**src/sv/vector_distance_accumulator_assert.svh**
```systemverilog
// ----------------------------------------------------------------------------
// vector distance accumulator assertion macros
// shared property forms for the block's concurrent checks
// ----------------------------------------------------------------------------
`ifndef VECTOR_DISTANCE_ACCUMULATOR_ASSERT_SVH
`define VECTOR_DISTANCE_ACCUMULATOR_ASSERT_SVH

// same-cycle implication, checked out of reset
`define VDA_ASSERT_IMPLY(name, ante, cons, msg) \
    name: assert property (@(posedge clk) disable iff (!rst_n) (ante) |-> (cons)) \
        else $error(msg);

// next-cycle implication, checked out of reset
`define VDA_ASSERT_NEXT(name, ante, cons, msg) \
    name: assert property (@(posedge clk) disable iff (!rst_n) (ante) |=> (cons)) \
        else $error(msg);

`endif

```
**src/sv/vda_pkg.sv**
```systemverilog
// ----------------------------------------------------------------------------
// vda_pkg
// shared types and constants of the vector distance accumulator
// ----------------------------------------------------------------------------
`default_nettype none

package vda_pkg;

    // width of both running sums and of the result
    localparam int SUM_BITS = 42;

    // result queue between accumulator and result stage
    localparam int QUEUE_DEPTH = 4;
    localparam int QUEUE_PTR_W = $clog2(QUEUE_DEPTH);
    localparam int QUEUE_LVL_W = $clog2(QUEUE_DEPTH + 1);

    // distance modes
    localparam logic [1:0] FUNC_SQ_L2 = 2'd0;
    localparam logic [1:0] FUNC_DOT   = 2'd1;
    localparam logic [1:0] FUNC_ROOT  = 2'd2;

    // one finished vector on its way to the result stage
    typedef struct packed {
        logic [SUM_BITS-1:0] value;
        logic                do_sqrt;
        logic                too_long;
    } vda_entry_t;

endpackage

`default_nettype wire

```
**src/sv/vector_distance_accumulator.sv**
```systemverilog
// ----------------------------------------------------------------------------
// vector_distance_accumulator
// squared L2 distance, dot product or Euclidean distance of streamed vectors
// ----------------------------------------------------------------------------
// two vectors stream in one element pair per request, the pair in tdata and
// the mode in tuser, with tlast on the final pair; the mode is taken from
// that final request only (0 squared L2, 1 plain dot product without
// normalization, 2 floor integer square root of the squared L2, 3 acts as 0).
// the front accepts one pair every clock while tready is high; a product
// stage and a saturating 42-bit accumulate stage follow. finished vectors
// wait in a 4-entry queue for the result stage. squared L2 and dot results
// leave the queue straight into the output register once it is free; a
// Euclidean result leaves the queue into a shift-subtract square root (one
// root bit per cycle) and then waits until the output register is free.
// the intake holds tready low only when the queue has no room for another
// finished vector, so short vectors in Euclidean mode are limited by the
// square root, while long vectors stream at one pair per cycle as long as
// results are taken. pairs past MAX_DIM add nothing and raise too_long on
// that vector's result; both sums saturate at the 42-bit signed limits.
`default_nettype none

`include "vector_distance_accumulator_assert.svh"

module vector_distance_accumulator #(
    parameter int MAX_DIM   = 256,
    parameter int ELEM_BITS = 16
) (
    input  wire logic                                  clk,
    input  wire logic                                  rst_n,
    input  wire logic                                  s_axis_tvalid,
    output logic                                       s_axis_tready,
    // first_elem, second_elem, zero fill to whole bytes
    input  wire logic [((2*ELEM_BITS+7)/8)*8-1:0]      s_axis_tdata,
    // func
    input  wire logic [1:0]                            s_axis_tuser,
    input  wire logic                                  s_axis_tlast,
    output logic                                       m_axis_tvalid,
    input  wire logic                                  m_axis_tready,
    // distance, zero fill to whole bytes
    output logic [((vda_pkg::SUM_BITS+7)/8)*8-1:0]     m_axis_tdata,
    // too_long
    output logic                                       m_axis_tuser
);
    import vda_pkg::*;

    localparam int OUT_W = ((SUM_BITS + 7) / 8) * 8;

    logic                   q_push;
    logic                   q_pop;
    logic                   q_empty;
    logic [QUEUE_LVL_W-1:0] q_level;
    vda_entry_t             q_in;
    vda_entry_t             q_out;
    logic [SUM_BITS-1:0]    distance;

    // intake, length check and accumulation
    vda_front #(
        .MAX_DIM   (MAX_DIM),
        .ELEM_BITS (ELEM_BITS)
    ) u_front (
        .clk       (clk),
        .rst_n     (rst_n),
        .in_valid  (s_axis_tvalid),
        .in_ready  (s_axis_tready),
        .in_func   (s_axis_tuser),
        .in_first  (s_axis_tdata[ELEM_BITS-1:0]),
        .in_second (s_axis_tdata[2*ELEM_BITS-1:ELEM_BITS]),
        .in_last   (s_axis_tlast),
        .q_level   (q_level),
        .q_push    (q_push),
        .q_data    (q_in)
    );

    // finished vectors
    vda_queue u_queue (
        .clk       (clk),
        .rst_n     (rst_n),
        .push      (q_push),
        .push_data (q_in),
        .pop       (q_pop),
        .pop_data  (q_out),
        .empty     (q_empty),
        .level     (q_level)
    );

    // square root and output register
    vda_back u_back (
        .clk          (clk),
        .rst_n        (rst_n),
        .q_data       (q_out),
        .q_empty      (q_empty),
        .q_pop        (q_pop),
        .out_valid    (m_axis_tvalid),
        .out_ready    (m_axis_tready),
        .out_distance (distance),
        .out_too_long (m_axis_tuser)
    );

    assign m_axis_tdata = OUT_W'(distance);

    // the queue never takes a vector it has no room for
    `VDA_ASSERT_IMPLY(a_queue_no_overrun, q_push && !q_pop, q_level < QUEUE_LVL_W'(QUEUE_DEPTH), "result queue overrun")
    // the result stage never reads an empty queue
    `VDA_ASSERT_IMPLY(a_queue_no_underrun, q_pop, !q_empty, "result queue underrun")
    // intake only stalls when finished vectors are backed up
    `VDA_ASSERT_IMPLY(a_stall_has_cause, !s_axis_tready, q_level != '0, "intake stalled with empty queue")

endmodule

`default_nettype wire

```
**src/sv/vda_front.sv**
```systemverilog
// ----------------------------------------------------------------------------
// vda_front
// element intake, length check, products and saturating accumulation
// ----------------------------------------------------------------------------
`default_nettype none

module vda_front #(
    parameter int MAX_DIM   = 256,
    parameter int ELEM_BITS = 16
) (
    input  wire logic                            clk,
    input  wire logic                            rst_n,
    input  wire logic                            in_valid,
    output logic                                 in_ready,
    input  wire logic [1:0]                      in_func,
    input  wire logic [ELEM_BITS-1:0]            in_first,
    input  wire logic [ELEM_BITS-1:0]            in_second,
    input  wire logic                            in_last,
    input  wire logic [vda_pkg::QUEUE_LVL_W-1:0] q_level,
    output logic                                 q_push,
    output vda_pkg::vda_entry_t                  q_data
);
    import vda_pkg::*;

    localparam int CNT_W = $clog2(MAX_DIM + 1);
    localparam int SQ_W  = 2 * ELEM_BITS + 2;
    localparam int DOT_W = 2 * ELEM_BITS;
    localparam int WIDE  = ((SQ_W > SUM_BITS) ? SQ_W : SUM_BITS) + 1;

    logic                  accept;
    logic                  in_room;
    logic [CNT_W-1:0]      count_reg, count_next;
    logic                  ovf_reg, ovf_next;

    logic signed [ELEM_BITS-1:0] a_s, b_s;
    logic signed [ELEM_BITS:0]   diff_s;
    logic signed [SQ_W-1:0]      sq_term;
    logic signed [DOT_W-1:0]     dot_term;

    logic                        s1_valid_reg;
    logic                        s1_last_reg;
    logic [1:0]                  s1_func_reg;
    logic                        s1_ovf_reg;
    logic signed [SQ_W-1:0]      s1_sq_reg;
    logic signed [DOT_W-1:0]     s1_dot_reg;

    logic signed [SUM_BITS-1:0]  sq_sum_reg, sq_sum_next;
    logic signed [SUM_BITS-1:0]  dot_sum_reg, dot_sum_next;
    logic signed [WIDE-1:0]      sq_wide, dot_wide;
    logic signed [SUM_BITS-1:0]  sq_sat, dot_sat;

    // room for the last request in flight as well as this one
    assign in_room  = ({1'b0, q_level} + {{QUEUE_LVL_W{1'b0}}, s1_valid_reg & s1_last_reg})
                      < (QUEUE_LVL_W + 1)'(QUEUE_DEPTH);
    assign in_ready = in_room;
    assign accept   = in_valid & in_ready;

    assign a_s      = signed'(in_first);
    assign b_s      = signed'(in_second);
    assign diff_s   = (ELEM_BITS + 1)'(a_s) - (ELEM_BITS + 1)'(b_s);
    assign sq_term  = SQ_W'(diff_s) * SQ_W'(diff_s);
    assign dot_term = DOT_W'(a_s) * DOT_W'(b_s);

    // element count and excess flag
    always_comb
    begin
        count_next = count_reg;
        ovf_next   = ovf_reg;
        if (accept)
        begin
            if (in_last)
            begin
                count_next = '0;
                ovf_next   = 1'b0;
            end
            else if (count_reg < CNT_W'(MAX_DIM))
            begin
                count_next = count_reg + 1'b1;
            end
            else
            begin
                ovf_next = 1'b1;
            end
        end
    end

    always_ff @(posedge clk or negedge rst_n)
    begin
        if (!rst_n)
        begin
            count_reg    <= '0;
            ovf_reg      <= 1'b0;
            s1_valid_reg <= 1'b0;
        end
        else
        begin
            count_reg    <= count_next;
            ovf_reg      <= ovf_next;
            s1_valid_reg <= accept;
        end
    end

    // product stage, excess elements add nothing
    always_ff @(posedge clk)
    begin
        if (accept)
        begin
            s1_last_reg <= in_last;
            s1_func_reg <= in_func;
            s1_ovf_reg  <= ovf_reg | (count_reg >= CNT_W'(MAX_DIM));
            if (count_reg < CNT_W'(MAX_DIM))
            begin
                s1_sq_reg  <= sq_term;
                s1_dot_reg <= dot_term;
            end
            else
            begin
                s1_sq_reg  <= '0;
                s1_dot_reg <= '0;
            end
        end
    end

    // saturating sums
    assign sq_wide  = WIDE'(sq_sum_reg) + WIDE'(s1_sq_reg);
    assign dot_wide = WIDE'(dot_sum_reg) + WIDE'(s1_dot_reg);

    always_comb
    begin
        if ((&sq_wide[WIDE-1:SUM_BITS-1]) || (~|sq_wide[WIDE-1:SUM_BITS-1]))
            sq_sat = sq_wide[SUM_BITS-1:0];
        else if (sq_wide[WIDE-1])
            sq_sat = {1'b1, {(SUM_BITS-1){1'b0}}};
        else
            sq_sat = {1'b0, {(SUM_BITS-1){1'b1}}};

        if ((&dot_wide[WIDE-1:SUM_BITS-1]) || (~|dot_wide[WIDE-1:SUM_BITS-1]))
            dot_sat = dot_wide[SUM_BITS-1:0];
        else if (dot_wide[WIDE-1])
            dot_sat = {1'b1, {(SUM_BITS-1){1'b0}}};
        else
            dot_sat = {1'b0, {(SUM_BITS-1){1'b1}}};
    end

    always_comb
    begin
        sq_sum_next  = sq_sum_reg;
        dot_sum_next = dot_sum_reg;
        q_push       = 1'b0;
        q_data.value    = (s1_func_reg == FUNC_DOT) ? dot_sat : sq_sat;
        q_data.do_sqrt  = (s1_func_reg == FUNC_ROOT);
        q_data.too_long = s1_ovf_reg;
        if (s1_valid_reg)
        begin
            if (s1_last_reg)
            begin
                q_push       = 1'b1;
                sq_sum_next  = '0;
                dot_sum_next = '0;
            end
            else
            begin
                sq_sum_next  = sq_sat;
                dot_sum_next = dot_sat;
            end
        end
    end

    always_ff @(posedge clk or negedge rst_n)
    begin
        if (!rst_n)
        begin
            sq_sum_reg  <= '0;
            dot_sum_reg <= '0;
        end
        else
        begin
            sq_sum_reg  <= sq_sum_next;
            dot_sum_reg <= dot_sum_next;
        end
    end

endmodule

`default_nettype wire

```
**src/sv/vda_queue.sv**
```systemverilog
// ----------------------------------------------------------------------------
// vda_queue
// short queue of finished vectors between accumulator and result stage
// ----------------------------------------------------------------------------
`default_nettype none

module vda_queue (
    input  wire logic                            clk,
    input  wire logic                            rst_n,
    input  wire logic                            push,
    input  wire vda_pkg::vda_entry_t             push_data,
    input  wire logic                            pop,
    output vda_pkg::vda_entry_t                  pop_data,
    output logic                                 empty,
    output logic [vda_pkg::QUEUE_LVL_W-1:0]      level
);
    import vda_pkg::*;

    vda_entry_t             slot_reg [QUEUE_DEPTH];
    logic [QUEUE_PTR_W-1:0] wr_ptr_reg, rd_ptr_reg;
    logic [QUEUE_LVL_W-1:0] level_reg;

    assign level    = level_reg;
    assign empty    = (level_reg == '0);
    assign pop_data = slot_reg[rd_ptr_reg];

    always_ff @(posedge clk)
    begin
        if (push)
            slot_reg[wr_ptr_reg] <= push_data;
    end

    always_ff @(posedge clk or negedge rst_n)
    begin
        if (!rst_n)
        begin
            wr_ptr_reg <= '0;
            rd_ptr_reg <= '0;
            level_reg  <= '0;
        end
        else
        begin
            if (push)
                wr_ptr_reg <= wr_ptr_reg + 1'b1;
            if (pop)
                rd_ptr_reg <= rd_ptr_reg + 1'b1;
            if (push && !pop)
                level_reg <= level_reg + 1'b1;
            else if (pop && !push)
                level_reg <= level_reg - 1'b1;
        end
    end

endmodule

`default_nettype wire

```
**src/sv/vda_back.sv**
```systemverilog
// ----------------------------------------------------------------------------
// vda_back
// result stage: optional shift-subtract square root and output register
// ----------------------------------------------------------------------------
`default_nettype none

module vda_back (
    input  wire logic                          clk,
    input  wire logic                          rst_n,
    input  wire vda_pkg::vda_entry_t           q_data,
    input  wire logic                          q_empty,
    output logic                               q_pop,
    output logic                               out_valid,
    input  wire logic                          out_ready,
    output logic [vda_pkg::SUM_BITS-1:0]       out_distance,
    output logic                               out_too_long
);
    import vda_pkg::*;

    typedef enum logic [2:0] {
        B_IDLE = 3'b001,
        B_ROOT = 3'b010,
        B_DONE = 3'b100
    } back_state_t;

    // highest even bit position of the sum
    localparam int ROOT_TOP = ((SUM_BITS - 1) / 2) * 2;

    back_state_t           state_reg, state_next;
    logic [SUM_BITS-1:0]   rem_reg, rem_next;
    logic [SUM_BITS-1:0]   root_reg, root_next;
    logic [SUM_BITS-1:0]   bit_reg, bit_next;
    logic                  flag_reg, flag_next;
    logic                  out_valid_reg, out_valid_next;
    logic [SUM_BITS-1:0]   out_data_reg, out_data_next;
    logic                  out_flag_reg, out_flag_next;
    logic                  out_free;
    logic [SUM_BITS-1:0]   trial;
    logic [SUM_BITS:0]     rem_diff;

    assign out_valid    = out_valid_reg;
    assign out_distance = out_data_reg;
    assign out_too_long = out_flag_reg;
    assign out_free     = !out_valid_reg || out_ready;

    assign trial    = root_reg + bit_reg;
    assign rem_diff = {1'b0, rem_reg} - {1'b0, trial};

    always_comb
    begin
        state_next     = state_reg;
        rem_next       = rem_reg;
        root_next      = root_reg;
        bit_next       = bit_reg;
        flag_next      = flag_reg;
        out_valid_next = out_valid_reg && !out_ready;
        out_data_next  = out_data_reg;
        out_flag_next  = out_flag_reg;
        q_pop          = 1'b0;

        unique case (state_reg)
            B_IDLE:
            begin
                if (!q_empty)
                begin
                    if (q_data.do_sqrt)
                    begin
                        q_pop      = 1'b1;
                        rem_next   = q_data.value;
                        root_next  = '0;
                        bit_next   = SUM_BITS'(1) << ROOT_TOP;
                        flag_next  = q_data.too_long;
                        state_next = B_ROOT;
                    end
                    else if (out_free)
                    begin
                        q_pop          = 1'b1;
                        out_valid_next = 1'b1;
                        out_data_next  = q_data.value;
                        out_flag_next  = q_data.too_long;
                    end
                end
            end
            B_ROOT:
            begin
                // one result bit per cycle
                if (!rem_diff[SUM_BITS])
                begin
                    rem_next  = rem_diff[SUM_BITS-1:0];
                    root_next = (root_reg >> 1) + bit_reg;
                end
                else
                begin
                    root_next = root_reg >> 1;
                end
                bit_next = bit_reg >> 2;
                if (bit_reg[0])
                    state_next = B_DONE;
            end
            B_DONE:
            begin
                if (out_free)
                begin
                    out_valid_next = 1'b1;
                    out_data_next  = root_reg;
                    out_flag_next  = flag_reg;
                    state_next     = B_IDLE;
                end
            end
            default:
            begin
                state_next = B_IDLE;
            end
        endcase
    end

    always_ff @(posedge clk or negedge rst_n)
    begin
        if (!rst_n)
        begin
            state_reg     <= B_IDLE;
            out_valid_reg <= 1'b0;
        end
        else
        begin
            state_reg     <= state_next;
            out_valid_reg <= out_valid_next;
        end
    end

    always_ff @(posedge clk)
    begin
        rem_reg      <= rem_next;
        root_reg     <= root_next;
        bit_reg      <= bit_next;
        flag_reg     <= flag_next;
        out_data_reg <= out_data_next;
        out_flag_reg <= out_flag_next;
    end

endmodule

`default_nettype wire
```
**config.mk**
```make
export PLATFORM = sky130hd
export DESIGN_NAME = vector_distance_accumulator
export DESIGN_NICKNAME = d
export VERILOG_FILES = /design/src/sv/vda_pkg.sv /design/src/sv/vector_distance_accumulator.sv /design/src/sv/vda_front.sv /design/src/sv/vda_queue.sv /design/src/sv/vda_back.sv
export VERILOG_INCLUDE_DIRS = /design/src /design/src/sv
export SDC_FILE = /design/constraint.sdc
export NUM_CORES = 2
export LEC_CHECK = 0
export ABC_AREA = 0
export BUFFER_PORTS_ARGS = -buffer_cell sky130_fd_sc_hd__buf_2
export CAP_MARGIN = 0
export CORE_ASPECT_RATIO = 1.1
export CORE_UTILIZATION = 63
export CTS_CLUSTER_DIAMETER = 60
export CTS_CLUSTER_SIZE = 14
export DETAILED_ROUTE_END_ITERATION = 10
export HOLD_SLACK_MARGIN = 0.03
export PLACE_DENSITY = 0.8
export SETUP_SLACK_MARGIN = 0.2
export SYNTH_ARGS = -nofsm -noshare
export SYNTH_HDL_FRONTEND = slang
export SYNTH_SLANG_ARGS = --single-unit
```
**constraint.sdc**
```tcl
create_clock -name clk -period 10.6 [get_ports clk]
set_input_delay 1.06 -clock clk [delete_from_list [all_inputs] [get_ports clk]]
set_output_delay 1.06 -clock clk [all_outputs]
set_load 0.02 [all_outputs]
```
Word-level counts from Yosys, hierarchy flattened

Memories as Yosys holds them, arrays and structs flattened.
Index checks and enable logic that the tools add are counted.

Add/sub/neg operators: 12
$mul: 2
$lt $le $gt $ge: 3
Equal/unequal tests: 13
Mux-type cells: 51
Bitwise operators: 4
Reduce and logical (&&, ||, !) cells: 28

Operators with widths:

| cell                                                            | count |
|---|---|
| 42-bit two-way mux                                              | 19 |
| 42-bit one-hot mux with 2 select lines                          | 4 |
| 42-bit by 32-bit adder with 43-bit output                       | 1 |
| 42-bit by 34-bit adder with 43-bit output                       | 1 |
| 42-bit by 42-bit subtractor with 43-bit output                  | 1 |
| 41-bit by 42-bit adder with 42-bit output                       | 1 |
| 42-bit adder                                                    | 1 |
| 17-bit by 17-bit multiplier with 34-bit output                  | 1 |
| 16-bit by 16-bit multiplier with 32-bit output                  | 1 |
| 3-bit two-way mux                                               | 6 |
| 9-bit two-way mux                                               | 2 |
| 1-bit two-way mux                                               | 17 |
| 16-bit by 16-bit subtractor with 17-bit output                  | 1 |
| 2-bit != test, second input constant                            | 5 |
| 9-bit by 1-bit adder with 9-bit output, second input constant   | 1 |
| 9-bit greater-or-equal comparator, second input constant        | 1 |
| 9-bit < comparator, second input constant                       | 1 |
| 3-bit one-hot mux with 3 select lines                           | 1 |
| 2-bit AND reduction                                             | 4 |
| 4-bit AND reduction                                             | 2 |
| 2-bit nonzero test                                              | 4 |
| 1-bit logical NOT                                               | 6 |
| 2-bit by 1-bit != test with 1-bit output, second input constant | 3 |
| 3-bit AND reduction                                             | 2 |
| other kinds (19)                                                | 27 |

Flip-flop bits (word level): 346
Memory bits (writable): 176
Bits of input ports: 39
Output and inout bits: 51
Word-level logic and storage cells: 135
Memories kept: 1

Memory list:

| name             | depth | width | read ports | clocked after Yosys merged registers in | wr ports | RTL line        | text |
|---|---|---|---|---|---|---|---|
| u_queue.slot_reg | 4     | 44    | 1          | 0                                       | 1        | vda_queue.sv:19 | `vda_entry_t slot_reg [QUEUE_DEPTH];` |

Longest topological paths before layout

Depth after elaboration: 9
Mapped depth: 38
Gate-level depth less buffers: 36

By module

Synthesis repeated with hierarchy kept, for this count alone.

Cell total of the unflattened synthesis: 4,956
Area total of the unflattened synthesis: 49,864.1 sq um

Modules (own cells, without submodules):

| module                      | instances | cells each | area each (sq um) | seq. area each (sq um) |
|---|---|---|---|---|
| vda_front                   | 1         | 3,523      | 31,745.4          | 4,449.3 |
| vda_back                    | 1         | 1,163      | 11,272.1          | 4,575.6 |
| vda_queue                   | 1         | 263        | 6,797.8           | 5,460.2 |
| vector_distance_accumulator | 1         | 7          | 48.8              | 0.0 |

Worst setup path after synthesis

No wires, ideal clock.

Path type: input port to flip-flop
Start point: input port s_axis_tdata[1]
End point: register u_front.s1_sq_reg[32] (data pin)
Library setup time: 260 ps
Arrival: 9,126 ps
Data required time: 10,340 ps
Slack: 1,215 ps
Stages: 33
Path buffers: 2
Cell sequence: clkbuf_1 > clkinv_1 > fa_1 > nor2b_1 > o21ai_0 > a21boi_1 > o21ai_0 > a21oi_1 > a311o_1 > and3_1 > o21ai_0 > a21oi_1 > clkbuf_1 > nor2_1 > fa_1 > inv_1 > fa_1 > fa_1 > fa_1 > fa_1 > fa_1 > inv_1 > ha_1 > a21o_1 > a21o_1 > a21o_1 > a21oi_1 > o21ai_0 > or3_1 > o21ba_2 > a21oi_1 > a21oi_1 > mux2_2

Cells in the longest elaborated chain, start to end: 2

Ends and longest elaborated chain:

| what                                           | RTL line                          | text |
|---|---|---|
| from (decl)                                    | vector_distance_accumulator.sv:33 | `input wire logic [((2*ELEM_BITS+7)/8)*8-1:0] s_axis_tdata,` |
| 16-bit by 16-bit subtractor with 17-bit output | vda_front.sv:60                   | `assign diff_s = (ELEM_BITS + 1)'(a_s) - (ELEM_BITS + 1)'(b_s);` |
| 17-bit by 17-bit multiplier with 34-bit output | vda_front.sv:61                   | `assign sq_term = SQ_W'(diff_s) * SQ_W'(diff_s);` |
| to (signal assigned)                           | vda_front.sv:113                  | `s1_sq_reg <= sq_term;` |
| to (decl)                                      | vda_front.sv:44                   | `logic signed [SQ_W-1:0] s1_sq_reg;` |

No other way between the ends.
A chain may end at the register's enable or synchronous reset.

Final worst setup path

Start point: input port s_axis_tdata[17]
End point: register u_front.s1_sq_reg[32] (data pin)

Same word-level chain as after synthesis.

==> impl_summary.log <==
[metrics] post-synth design cell area: about 49000 sq um
[metrics] width of the chip: about 270 um
[metrics] first-iteration detailed-routing DRC count: between 2000 and 3000
[metrics] maximum count of clock buffers along a single path: 3
[metrics] DR DRC count: 0
[metrics] post-CTS clock slew at the launch and capture registers of the worst setup and hold paths: ~0.060 ns
[metrics] number of vias after detailed routing: around 36000
[metrics] total number of yosys warnings: 0
[metrics] library cell appearing most often on the critical path: sky130_fd_sc_hd__fa_1
[metrics] Required @ worst endpoint: 10.90 ns
[metrics] dpl hpwl: 91380 um
[metrics] Pre-Repair DR Iteration Count: 8
[metrics] kind of end point of the critical path: flop
[metrics] clock latency on the worst-skew pair: between 0.5 and 0.6 ns
[metrics] Most used DFF post-synth: sky130_fd_sc_hd__edfxtp_1
[metrics] dominant cells by area after synthesis: sky130_fd_sc_hd__edfxtp_1 (24%), sky130_fd_sc_hd__fa_1 (22%), sky130_fd_sc_hd__ha_1 (9.5%)
[metrics] Vert. Die Dim: ~290 um
[metrics] max_cap viols: 0
[metrics] placeable core region: 77250 sq um
[metrics] setup_tns: 0 ns
[metrics] TritonCTS sink count: 500
[metrics] highest achievable clock rate: 102.9 MHz
[metrics] Total Routed Length: approximately 120000 um
[metrics] layout cells sized above 1: 0.07232
[metrics] layout overhead on the synthesized area: 5.819%
[metrics] Final Critical Period: 9.719 ns
[metrics] WP data arrival: 10.02 ns
[metrics] startpoint types: input port
[metrics] class of the most critical setup path: input port to flop
[metrics] final-report setup violation count: 0
[metrics] Worst path max stage delay: slightly below 0.6 ns
[metrics] maximum number of pins on one net before global-route repair: 86
[metrics] type of the most critical hold path: flop to flop
[metrics] CTS tree: done
[metrics] gate count after technology mapping: a little under 5000
[metrics] multi-input logic area: ~31000 sq um
[metrics] antenna violations before repair: 0
[metrics] count of standard-cell rows: about 110
[metrics] Routability Congestion: 0.9402
[metrics] number of buffers added by the clock tree synthesis step: 43
[metrics] most instantiated library cell after synthesis: sky130_fd_sc_hd__inv_1
[metrics] Post-synth EDFFs: around 390
[metrics] share of async-settable or async-resettable flops after synthesis: 0.2120
[metrics] first-pass GRT wire length: around 190000 um
[metrics] antenna cell count: 0
[metrics] H-Tree Depth: 2
[metrics] post-synthesis cell type count: 94
[metrics] unrepaired setup endpoints after global routing: false
[metrics] max-slew violations: 0
[metrics] area enclosed by the die boundary: a little under 80000 sq um
[metrics] Relative slew margins: 0.2347
[metrics] buffers inserted during post-CTS setup optimization: 0
[metrics] I/O pin count: 90
[metrics] Avg Inst Size Synth: between 10 and 15 sq um
[metrics] Fin. Hold Viols: 0
[metrics] Final period util: 0.9169
[metrics] Synth area leader: sky130_fd_sc_hd__edfxtp_1
[metrics] number of fill cells in the layout: 5996
[metrics] remaining global-route overflow: 0
[metrics] Detail Route Antenna Nets: 0
[metrics] average via count per standard cell: roughly 6
[metrics] total number of nets in the final design: 5782
[metrics] number of flip-flops and latches in the synthesized netlist: 500
[metrics] number of gates given a new drive strength after cts: 0
[metrics] biggest fanout along the worst timing path: 17
[metrics] Port Buf Inserts: 83
[metrics] average wire per cell in the routed design: roughly 20 um
[metrics] Clock Tree Root: sky130_fd_sc_hd__clkbuf_16
[metrics] hold_buf cts: 0
[metrics] Setup Skew: approximately 0.031 ns
[metrics] Tot GR Track Use: 0.3049
[metrics] number of flip-flops under the largest register name: approximately 180
[metrics] sequential cell area: roughly 14000 sq um
[metrics] number of global-route vias before repair: ~37000
[metrics] slew at the pin closest to its max-slew limit: approximately 1.1 ns
[metrics] sequential fraction of the synthesis area: 0.2949
[metrics] initial core utilization: 0.6358
[metrics] top post-synthesis cells by count: sky130_fd_sc_hd__inv_1 (676), sky130_fd_sc_hd__fa_1 (537), sky130_fd_sc_hd__nand2_1 (431), sky130_fd_sc_hd__edfxtp_1 (394), sky130_fd_sc_hd__ha_1 (373)
[metrics] status: completed
[metrics] fraction of post-synthesis cell area in the top cell type by area: 0.2409
[metrics] library cell contributing the largest single delay on the critical path: sky130_fd_sc_hd__o31ai_1
[layer usage]
layer | part of all wire | GRT usage | vias up
met5 | 0 | 0 | -
met3 | 0.057 | 0.03200 | 298
li1 | - | - | 16330
met2 | 0.51 | 0.5418 | 1244
met1 | 0.39 | 0.3779 | 17650
met4 | 0.046 | 0.1250 | 0
[critical path: cells and delay by family]
family	cells	cell delay, ns
mux	1	0.27
buf+inv	5	0.83
fa+ha+maj	8	3.63
simple gates	3	0.62
compound gates	15	3.50
xor+xnor	1	0.10
[worst paths after layout]
| kind | startpoint | to | slack [ns] | cells after the start |
|---|---|---|---|---|
| max in group asynchronous | rst_n | u_front.sq_sum_reg[4]$_DFFE_PN0P_ | 8.76 | 2 |
| hold / removal | u_front.sq_sum_reg[7]$_DFFE_PN0P_ | u_front.sq_sum_reg[7]$_DFFE_PN0P_ | 0.49 | 1 |
| min in group asynchronous | rst_n | u_back.state_reg[1]$_DFFE_PN0P_ | 0.59 | 1 |
| setup reg to reg | u_back.bit_reg[0]$_SDFFCE_PN0P_ | u_back.root_reg[3]$_SDFFCE_PN0P_ | 4.27 | 21 |
| hold reg to reg | u_front.sq_sum_reg[7]$_DFFE_PN0P_ | u_front.sq_sum_reg[7]$_DFFE_PN0P_ | 0.49 | 1 |
| setup / recovery | s_axis_tdata[17] | u_front.s1_sq_reg[32]$_SDFFCE_PP0P_ | 0.88 | 33 |
[area by class of cell]
type | instances | share of cell area
multi-input cells | 3458 | 0.6038
flip-flops and latches | 500 | 0.2788
inverters | 685 | 0.04950
well taps | 1035 | 0.02492
clock buffers | 71 | 0.02273
repair buffers | 145 | 0.01700
clock inverters | 8 | 0.003250
[cell usage in the layout (no fill, tap or decap), types with 50 or more instances in the layout]
cell,count
sky130_fd_sc_hd__a21o_1,92
sky130_fd_sc_hd__a21oi_1,225
sky130_fd_sc_hd__a31oi_1,50
sky130_fd_sc_hd__and2_1,116
sky130_fd_sc_hd__buf_2,82
sky130_fd_sc_hd__buf_4,63
sky130_fd_sc_hd__dfrtp_1,102
sky130_fd_sc_hd__edfxtp_1,394
sky130_fd_sc_hd__fa_1,537
sky130_fd_sc_hd__ha_1,373
sky130_fd_sc_hd__inv_1,674
sky130_fd_sc_hd__nand2_1,431
sky130_fd_sc_hd__nor2_1,344
sky130_fd_sc_hd__o21ai_0,203
sky130_fd_sc_hd__o2bb2ai_1,75
sky130_fd_sc_hd__xnor2_1,131
sky130_fd_sc_hd__xor2_1,122
[metrics by stage]
stage | setup slack (ns) | utilization | cell area (sq um) | hold slack, ns | instances
after floorplan | 1.215 | - | 49130 | 0.4581 | 4824
after global placement | 0.6358 | 0.6553 | 50620 | 0.4744 | 5823
after detailed placement | 0.4675 | 0.6553 | 50620 | 0.4805 | 5823
after CTS | 1.042 | 0.6728 | 51970 | 0.4974 | 5902
after global routing | 0.4196 | 0.6728 | 51970 | 0.5033 | 5902
final | 0.8807 | 0.6728 | 51970 | 0.4927 | 5902
[cells by family (layout without fill, tap and decap cells)]
family,after synthesis,after routing,synth area share
fa+ha+maj,920,920,0.3160
other cells,1,6,0.00007635
xor+xnor,253,253,0.04512
simple gates,1218,1218,0.1148
flops,500,500,0.2949
mux,116,116,0.03605
buf+inv,866,909,0.06741
compound gates,945,945,0.1256
Power is not shown: default switching activity piles up to over one toggle a cycle in this logic, so the estimate is an artifact.
